<file path="src/hdl/xsfb_pkg.sv">
// Shared constants, types and helper functions for the XOR sprite framebuffer.
`timescale 1ns / 1ps
`default_nettype none
package xsfb_pkg;

  localparam int WIDTH       = 64;
  localparam int HEIGHT      = 32;
  localparam int PIX_W       = 64;
  localparam int SPRITE_BITS = 8;
  localparam int COORD_W     = 8;
  localparam int COORD_N     = 1 << COORD_W;
  localparam int COL_W       = $clog2(WIDTH);
  localparam int ROW_W       = $clog2(HEIGHT);

  typedef enum logic [1:0] {
    ACT_DRAW  = 2'd0,
    ACT_CLEAR = 2'd1,
    ACT_READ  = 2'd2,
    ACT_ACK   = 2'd3
  } action_t;

  typedef logic [COL_W-1:0] col_lut_t [COORD_N];
  typedef logic [ROW_W-1:0] row_lut_t [COORD_N];

  typedef struct packed {
    logic             rd_en;
    logic [ROW_W-1:0] rd_addr;
    logic             wr_en;
    logic [ROW_W-1:0] wr_addr;
    logic [WIDTH-1:0] wr_data;
    logic             clr_all;
  } mem_req_t;

  function automatic col_lut_t build_col_lut();
    col_lut_t lut;
    for (int i = 0; i < COORD_N; i++) begin
      lut[i] = COL_W'(i % WIDTH);
    end
    return lut;
  endfunction

  function automatic row_lut_t build_row_lut();
    row_lut_t lut;
    for (int i = 0; i < COORD_N; i++) begin
      lut[i] = ROW_W'(i % HEIGHT);
    end
    return lut;
  endfunction

  localparam col_lut_t COL_LUT = build_col_lut();
  localparam row_lut_t ROW_LUT = build_row_lut();

  // Sprite row placed at column base, msb leftmost, wrapping at WIDTH.
  function automatic logic [WIDTH-1:0] sprite_mask(logic [COL_W-1:0] base,
                                                   logic [SPRITE_BITS-1:0] spr);
    logic [WIDTH-1:0] m;
    logic [COL_W:0]   c;
    m = '0;
    for (int k = 0; k < SPRITE_BITS; k++) begin
      c = {1'b0, base} + (COL_W + 1)'(k);
      if (c >= (COL_W + 1)'(WIDTH)) begin
        c = c - (COL_W + 1)'(WIDTH);
      end
      if (spr[SPRITE_BITS-1-k]) begin
        m[c[COL_W-1:0]] = 1'b1;
      end
    end
    return m;
  endfunction

endpackage
`default_nettype wire

</file>
<file path="src/hdl/xsfb_row_mem.sv">
// Row memory of the framebuffer with per-row valid bits; invalid rows read as zero.
`timescale 1ns / 1ps
`default_nettype none
module xsfb_row_mem (
  input  wire logic                       clk,
  input  wire logic                       rst_n,
  input  wire xsfb_pkg::mem_req_t         req,
  output logic [xsfb_pkg::WIDTH-1:0]      rd_row
);
  import xsfb_pkg::*;

  logic [WIDTH-1:0]  mem [HEIGHT];
  logic [HEIGHT-1:0] vld_r;
  logic [WIDTH-1:0]  rd_data_r;
  logic              rd_vld_r;

  always_ff @(posedge clk) begin
    if (req.wr_en) begin
      mem[req.wr_addr] <= req.wr_data;
    end
    if (req.rd_en) begin
      rd_data_r <= mem[req.rd_addr];
      rd_vld_r  <= vld_r[req.rd_addr];
    end
  end

  always_ff @(posedge clk) begin
    if (!rst_n) begin
      vld_r <= '0;
    end else if (req.clr_all) begin
      vld_r <= '0;
    end else if (req.wr_en) begin
      vld_r[req.wr_addr] <= 1'b1;
    end
  end

  assign rd_row = rd_vld_r ? rd_data_r : '0;

endmodule
`default_nettype wire

</file>
<file path="src/hdl/xor_sprite_framebuffer.sv">
// Top level of the XOR sprite framebuffer.
//
// Input channel (in_valid/in_ready) takes one word per item: action, pos_x,
// pos_y, sprite_row. Output channel (out_valid/out_ready) returns one word per
// item: collision, row_pixels (row pos_y mod HEIGHT after the action) and
// draw_pending.
// Each item passes through ST_IDLE and ST_EXEC: the accept edge issues a read of
// the row memory; the edge that leaves ST_EXEC does the read-modify-write and
// loads the output register. The read result is registered in the row memory,
// and no word is taken while an item executes. A clear drops all per-row valid
// bits at once, so it takes the same path as any other item.
// A new item is taken while a finished result waits in the output register;
// if the receiver still stalls when the next item is ready to finish, that
// item holds in ST_EXEC until the output register frees up.
// Synchronous reset (rst_n low) empties the screen, clears draw_pending and
// drops out_valid.
`timescale 1ns / 1ps
`default_nettype none
module xor_sprite_framebuffer (
  input  wire logic                                clk,
  input  wire logic                                rst_n,
  input  wire logic                                in_valid,
  output logic                                     in_ready,
  input  wire logic [1:0]                          in_action,
  input  wire logic [xsfb_pkg::COORD_W-1:0]        in_pos_x,
  input  wire logic [xsfb_pkg::COORD_W-1:0]        in_pos_y,
  input  wire logic [xsfb_pkg::SPRITE_BITS-1:0]    in_sprite_row,
  output logic                                     out_valid,
  input  wire logic                                out_ready,
  output logic                                     out_collision,
  output logic [xsfb_pkg::PIX_W-1:0]               out_row_pixels,
  output logic                                     out_draw_pending
);
  import xsfb_pkg::*;

  typedef enum logic {
    ST_IDLE,
    ST_EXEC
  } state_t;

  state_t                 state_r;
  action_t                act_r;
  logic [ROW_W-1:0]       row_r;
  logic [COL_W-1:0]       col_r;
  logic [SPRITE_BITS-1:0] spr_r;
  logic                   flag_r;
  logic                   out_valid_r;
  logic                   coll_r;
  logic [PIX_W-1:0]       pix_r;

  mem_req_t               req;
  logic [WIDTH-1:0]       old_row;
  logic [WIDTH-1:0]       pat;
  logic [WIDTH-1:0]       new_row;
  logic                   accept;
  logic                   done;

  assign in_ready = (state_r == ST_IDLE);
  assign accept   = in_valid && in_ready;
  assign done     = (state_r == ST_EXEC) && (!out_valid_r || out_ready);

  assign pat = sprite_mask(col_r, spr_r);

  always_comb begin
    new_row = old_row;
    unique case (act_r)
      ACT_DRAW:  new_row = old_row ^ pat;
      ACT_CLEAR: new_row = '0;
      ACT_READ:  new_row = old_row;
      ACT_ACK:   new_row = old_row;
      default:   new_row = old_row;
    endcase
  end

  always_comb begin
    req         = '0;
    req.rd_en   = accept;
    req.rd_addr = ROW_LUT[in_pos_y];
    req.wr_en   = done && (act_r == ACT_DRAW);
    req.wr_addr = row_r;
    req.wr_data = new_row;
    req.clr_all = done && (act_r == ACT_CLEAR);
  end

  xsfb_row_mem u_mem (
    .clk    (clk),
    .rst_n  (rst_n),
    .req    (req),
    .rd_row (old_row)
  );

  always_ff @(posedge clk) begin
    if (!rst_n) begin
      state_r     <= ST_IDLE;
      flag_r      <= 1'b0;
      out_valid_r <= 1'b0;
    end else begin
      if (out_valid_r && out_ready) begin
        out_valid_r <= 1'b0;
      end
      unique case (state_r)
        ST_IDLE: begin
          if (accept) begin
            state_r <= ST_EXEC;
            act_r   <= action_t'(in_action);
            row_r   <= ROW_LUT[in_pos_y];
            col_r   <= COL_LUT[in_pos_x];
            spr_r   <= in_sprite_row;
          end
        end
        ST_EXEC: begin
          if (done) begin
            state_r     <= ST_IDLE;
            out_valid_r <= 1'b1;
            coll_r      <= (act_r == ACT_DRAW) && |(old_row & pat);
            pix_r       <= PIX_W'(new_row);
            priority case (act_r)
              ACT_DRAW, ACT_CLEAR: flag_r <= 1'b1;
              ACT_ACK:             flag_r <= 1'b0;
              default:             flag_r <= flag_r;
            endcase
          end
        end
        default: state_r <= ST_IDLE;
      endcase
    end
  end

  assign out_valid        = out_valid_r;
  assign out_collision    = coll_r;
  assign out_row_pixels   = pix_r;
  assign out_draw_pending = flag_r;

`ifndef SYNTH
  a_clear_zero: assert property (@(posedge clk) disable iff (!rst_n)
    done && (act_r == ACT_CLEAR) |=> (out_row_pixels == '0) && out_draw_pending)
    else $error("clear did not return an empty row with draw pending");

  a_ack_drops: assert property (@(posedge clk) disable iff (!rst_n)
    done && (act_r == ACT_ACK) |=> !out_draw_pending)
    else $error("acknowledge left draw pending set");

  a_coll_draw: assert property (@(posedge clk) disable iff (!rst_n)
    done && (act_r != ACT_DRAW) |=> !out_collision)
    else $error("collision reported for a non-draw item");

  a_accept_exec: assert property (@(posedge clk) disable iff (!rst_n)
    accept |=> (state_r == ST_EXEC) && !in_ready)
    else $error("accepted item did not enter execution");
`endif

endmodule
`default_nettype wire
</file>
<file path="config.mk">
export PLATFORM = sky130hd
export DESIGN_NAME = xor_sprite_framebuffer
export DESIGN_NICKNAME = d
export VERILOG_FILES = /design/src/hdl/xsfb_pkg.sv /design/src/hdl/xsfb_row_mem.sv /design/src/hdl/xor_sprite_framebuffer.sv
export SDC_FILE = /design/constraint.sdc
export NUM_CORES = 2
export LEC_CHECK = 0
export BUFFER_PORTS_ARGS = -buffer_cell sky130_fd_sc_hd__buf_2
export CAP_MARGIN = 25
export CORE_ASPECT_RATIO = 0.9
export CORE_UTILIZATION = 55
export CTS_CLUSTER_DIAMETER = 150
export DETAILED_ROUTE_END_ITERATION = 12
export HOLD_SLACK_MARGIN = 0.12
export PLACE_DENSITY = 0.72
export SLEW_MARGIN = 20
export SYNTH_ARGS = -nofsm -noshare
export SYNTH_HDL_FRONTEND = slang
export SYNTH_HIERARCHICAL = 1
export SYNTH_SLANG_ARGS = --single-unit
</file>
<file path="constraint.sdc">
create_clock -name clk -period 7 [get_ports clk]
set_input_delay 1.4 -clock clk [delete_from_list [all_inputs] [get_ports clk]]
set_output_delay 1.4 -clock clk [all_outputs]
set_load 0.05 [all_outputs]
</file>
### Word-level counts from Yosys, hierarchy flattened

Memory sizes are Yosys's and may differ from the RTL's. A register that Yosys moved wholly into a read port is not among the register bits.
Index checks and enable logic that the tools add are counted.
Widths: inputs -> output; s select.

* add/subtract/negate cells: 15
* order comparisons: 28
* eq/ne operators: 3
* multiplexer cells: 49
* bitwise operators: 14
* reduce and logical (&&, ||, !) cells: 26

Operators with widths (count)
* $mux 64: 9
* $or 64x64->64: 7
* $pmux 64 s3: 1
* $and 64x64->64: 1
* $reduce_or 64->1: 1
* $xor 64x64->64: 1
* $lt 6x7->1 const B: 8
* $ge 7x7->1 const B: 7
* $demux 1 s6: 8
* $ge 6x1->1 const B: 8
* $mux 6: 8
* $sub 6x1->6 const B: 8
* $or 32x32->32: 1
* $add 6x3->7 const B: 4
* $not 8->9: 2
* $mux 1: 17
* $logic_and 1x1->1: 15
* $add 6x2->7 const B: 2
* $lt 5x6->1 const B: 2
* $mux 5: 2
* $ge 9x9->1 const B: 1
* $reduce_and 3->1: 3
* $add 6x1->7 const B: 1
* $ge 6x7->1 const B: 1
* 12 further kinds: 17

* bits in registers: 116
* RAM bits: 2048
* bits in read-only memories: 2816
* bits of input ports: 30
* output and inout bits: 68
* logic and storage cells: 148
* memories: 3

Memory list
* u_mem.mem: words 32, bits a word 64, rd ports 1, clocked after memory_dff 1, wr ports 1, RTL line xsfb_row_mem.sv:12 `logic [WIDTH-1:0] mem [HEIGHT];`
* (name not given): words 256, bits a word 6, rd ports 1, clocked after memory_dff 1, wr ports 0, RTL line xor_sprite_framebuffer.sv:107 `col_r <= COL_LUT[in_pos_x];`
* (name not given): words 256, bits a word 5, rd ports 1, clocked after memory_dff 0, wr ports 0, RTL line xor_sprite_framebuffer.sv:106 `row_r <= ROW_LUT[in_pos_y];`

### Logic depth before layout (Yosys ltp)

* word-level depth: 24
* mapped depth: 17
* gate-level depth less buffers: 13

### Cells and area by module

Netlist, hierarchy kept.

By module, submodules not included
* xsfb_row_mem: instances 1, cells each 3939, area an instance 81474.4 sq um, sequential area each 64091.5 sq um
* xor_sprite_framebuffer: instances 1, cells each 1090, area an instance 9355.2 sq um, sequential area each 2642.5 sq um

### Worst setup path after synthesis

Ideal clock, no wire load.

* path type: in2reg
* from: input out_ready
* to: memory u_mem.mem[28][0] (enable)
* library setup time: 488 ps
* arrival: 5229 ps
* required time: 6512 ps
* setup slack: 1283 ps
* stages: 6
* path buffers: 1
* cell sequence: nand2b_1 > nand2_1 > nor3_1 > or3b_2 > clkbuf_1 > nor2_1

RTL lines
* start: declaration: RTL line xor_sprite_framebuffer.sv:29 `input wire logic out_ready,`
* end: declaration: RTL line xsfb_row_mem.sv:12

### Worst setup path after layout

* from: register col_r[2]
* to: register coll_r, in the netlist out_collision (data pin)

* cells in the longest elaborated chain, start to end: 24
* elaborated cells between the ends (all ways): 89
* classes of those cells: 15 x add/sub; 24 x order compare; 32 x mux; 8 x bitwise; 10 x reduce/logical

RTL lines
* start: declaration: RTL line xor_sprite_framebuffer.sv:44 `logic [COL_W-1:0] col_r;`
* $add 6x1->7, or another cell as far along: RTL line xsfb_pkg.sv:60 `c = {1'b0, base} + (COL_W + 1)'(k);`
* $sub 6x1->6, or another cell as far along: RTL line xsfb_pkg.sv:62 `c = c - (COL_W + 1)'(WIDTH);`
* $mux 6, or another cell as far along: RTL line xsfb_pkg.sv:61 `if (c >= (COL_W + 1)'(WIDTH)) begin`
* $lt 6x7->1 (implied by the code), or another cell as far along: RTL line xsfb_pkg.sv:65 `m[c[COL_W-1:0]] = 1'b1;`
* $logic_and 1x1->1 (implied by the code) / $mux 1 (equally long branches): RTL line xsfb_pkg.sv:65
* $mux 1 (implied by the code) / $demux 1 s6 (equally long branches): RTL line xsfb_pkg.sv:65
* $demux 1 s6 / $mux 64 (equally long branches): RTL line xsfb_pkg.sv:65, xsfb_pkg.sv:64
* $or 64x64->64 (no line)
* [... 8 more ...]
* $mux 64: RTL line xsfb_pkg.sv:64 `if (spr[SPRITE_BITS-1-k]) begin`
* $or 64x64->64 (no line)
* $mux 64: RTL line xsfb_pkg.sv:64
* $or 64x64->64 (no line)
* $mux 64 *: RTL line xsfb_pkg.sv:64
* $and 64x64->64 *: RTL line xor_sprite_framebuffer.sv:115 `coll_r <= (act_r == ACT_DRAW) && |(old_row & pat);`
* $reduce_or 64->1 *: RTL line xor_sprite_framebuffer.sv:115
* $logic_and 1x1->1 *: RTL line xor_sprite_framebuffer.sv:115
* end signal: assignment: RTL line xor_sprite_framebuffer.sv:115
* end: declaration: RTL line xor_sprite_framebuffer.sv:48 `logic coll_r;`

Every way passes the cells marked *; elsewhere a longest branch is shown, timed or not.
A chain may end at the register's enable or synchronous reset.

==> results_dict.tcl <==
set metrics [dict create \
    status "finished clean" \
    met1_usage_pct 47.24 \
    p_leak_nw 34.16 \
    synth_area_per_cell_sq_um 18.06 \
    root_buffer "clkbuf_16" \
    place_congestion 1.033 \
    required_ps 7620 \
    gr-total-overflow 0 \
    finalSetupTns_ps 0 \
    path_max_fanout 45 \
    firstDrtPassIters 6 \
    clock_path_buffers 3 \
    slew_headroom_pct 14.52 \
    ys_types 84 \
    drtIter0Drc 7113 \
    cts_max_level 4 \
    grt-busiest-layer "met2" \
    die_area_sq_um 166800 \
    vdd_drop_max_mv 0.2563 \
    ios 98 \
    synthCells 5029 \
    min_path_cells 1 \
    post-dp-hpwl_um 159600 \
    worstPathArrival_ps 6200 \
    finalHoldViolCount 0 \
    fillCellCount 11320 \
    grt_use_met3_pct 6.933 \
    instances_no_fill 7565 \
    nets 5336 \
    synth_top_area_share_pct 72.70 \
    avgRoutedWirePerCell_um 35.73 \
    grt_usage_pct 32.15 \
    syn-num-nets 5127 \
    drc 0 \
    cts_sinks 2234 \
    antenna_found_initial 8 \
    synth-async-reset-ratio_pct 0 \
    grtUsageMet2_pct 48.27 \
    die_h_um 387.5 \
    rows 141 \
    period_minus_slack_ps 5584 \
    grt_pass1_wl_um 378100 \
    drive_above_1_share_pct 18.31 \
    ant_nets 0 \
    finalSetupViolCount 0 \
    reg2reg_depth 16 \
    cts_resized 0 \
    cts_setup_buffers 0 \
    synth_edf_count 2199 \
    portBuffers 92 \
    end_kind "flip-flop" \
    core_area_sq_um 164100 \
    powerDensity_nw_per_um2 275.4 \
    rsz0062_at_grt "no" \
    final_common_cell "edfxtp_1" \
    worst_pin_slew_ps 1282 \
    syn_area_sq_um 90830 \
    fmax_mhz 179.1 \
    fin_crit_sh_pct 79.77 \
    finClkSkew_ps 122.5 \
    cts_buffers 209 \
    clkTransAtPathRegs_ps 60 \
    ys_ff_latch 2234 \
    initial_core_util_pct 55.36 \
    die_x_um 430.4 \
    max_cap_violations 0 \
    ys_top_cells_by_area "edfxtp_1 (73%), mux4_2 (6.4%), mux2i_1 (5.8%)" \
    area_growth_pct 12.39 \
    grt_max_degree 123 \
    clk_latency_ps 910 \
    drt-total-wl_um 270300 \
    yosys.area.top_type "edfxtp_1" \
    mostFrequentLayoutCells "edfxtp_1 (2,199), mux2i_1 (523), a22oi_1 (365)" \
    ys.flop_type "edfxtp_1" \
    vias 52420 \
    crit_path_start_kind "flip-flop" \
    hold_buffers 0 \
    cts_tree "yes" \
    place_inst 7159 \
    crit_type "flip-flop to flip-flop" \
    yosysWarnings 6 \
    multiInputGateArea_sq_um 22890 \
    viasPerCell 6.930 \
    ys_seq_area_share_pct 73.47 \
    finalMaxSlewViolations 0 \
    grt_pass1_vias 50620 \
    regArea_sq_um 66730 \
    min_path_type "flip-flop to flip-flop" \
]
==> critical path, cell delays in order, from the launching register on <==
cell      delay [ps]
edfxtp_1         350
buf_4            510
inv_4            190
ha_1             370
nor2b_1          210
or3_1            370
nand3_2          270
nor2_1           130
a221oi_1         500
o211ai_1         180
ha_1             340
nor4_1           770
buf_4            250
nand4_1          290
nor4_1           390
buf_4            170
nor3_1            40
==> flip-flops by register name, summed over array words and instances (netlist names) <==
register / count
out_row_pixels: 64
spr_r: 8
out_valid: 1
out_collision: 1
state_r: 1
u_mem/rd_data_r: 64
u_mem/vld_r: 32
u_mem/rd_vld_r: 1
col_r: 6
u_mem/mem: 2048
out_draw_pending: 1
act_r: 2
row_r: 5
==> through the flow <==
step           util, %  setup WS, ps  cell area (sq um)  hold WS (ps)  power [mW]
2_1_floorplan        -          1283              90830         435.4       16.27
3_3_place_gp     57.72          1618              94710         442.5       16.92
3_5_place_dp     57.80          1599              94820         448.4       16.95
4_1_cts          62.05          1664             101800         463.7       28.16
5_1_grt          62.21          1360             102100         488.9       28.80
6_report         62.22          1416             102100         465.3       28.11
==> metal layers <==
metal  share of wire [%]  vias up
li1                    -    21210
met1                  40    27480
met2                  45     3260
met3                  11      469
met4                 3.3        8
met5               0.018        -
==> cell usage after synthesis, types with 4 or more instances <==
cell type  instances
ha_1              68
nor3_1            47
a211oi_1          10
a221oi_1          44
nor4_1            24
nor2_1           159
buf_1             16
nand2_1          106
edfxtp_1        2199
o21ai_0           13
xnor2_2           10
nand4_1           43
a22oi_1          365
xnor2_1           12
o22ai_1           53
and3_1             9
nor2_2             6
nand3b_1           7
a21oi_2            5
buf_4             35
or3_1              5
a31oi_1           49
nand3_1          196
nand2b_1          18
mux2i_1          523
o2bb2ai_1          4
mux4_2           260
clkbuf_1         136
o211ai_1          19
o32ai_1           20
a222oi_1           7
a32oi_1           22
dfxtp_1           35
inv_1              7
buf_6             20
and2_1            76
a22o_1           106
buf_2             98
nor2b_1           29
a21oi_1           65
o21a_1            37
==> power by group <==
| part | internal (mW) | switching (mW) |
|---|---|---|
| Sequential | 14.9 | 0.0361 |
| Clock | 6.37 | 5.02 |
| Combinational | 0.532 | 1.28 |
| Total | 21.8 | 6.33 |
==> path summary, 6_finish.rpt <==
check	from	endpoint	slack, ps
worst min register to register	u_mem/vld_r[1]	u_mem/vld_r[1]	470
worst max register to register	col_r[2]	out_collision	1420
worst min-delay path	u_mem/vld_r[1]	u_mem/vld_r[1]	470
worst max-delay path	col_r[2]	out_collision	1420
==> cell families (layout without fill, tap and decap cells) <==
| family | after synthesis | count (layout) | share of synthesized area (%) |
|---|---|---|---|
| DFF | 2234 | 2234 | 73.47 |
| AOI/OAI and AO/OA | 852 | 852 | 7.076 |
| muxes | 783 | 783 | 12.21 |
| and+or+nand+nor | 749 | 749 | 4.190 |
| buffers and inverters | 316 | 705 | 1.755 |
| adders and majority gates | 68 | 68 | 0.9367 |
| xor gates and xnor gates | 27 | 27 | 0.3595 |
| other | 0 | 2 | 0 |
==> cell type report <==
cell class              instances  share of cell area [%]
flip-flops and latches       2234                   65.37
multi-input cells            2479                   22.42
clock buffers                 252                   5.282
repair buffers                304                   2.699
well taps                    2145                   2.629
clock inverters               139                   1.551
inverters                      10                 0.03922
diodes                          2                0.004903
Note: power is estimated with default switching activity, not from simulation.
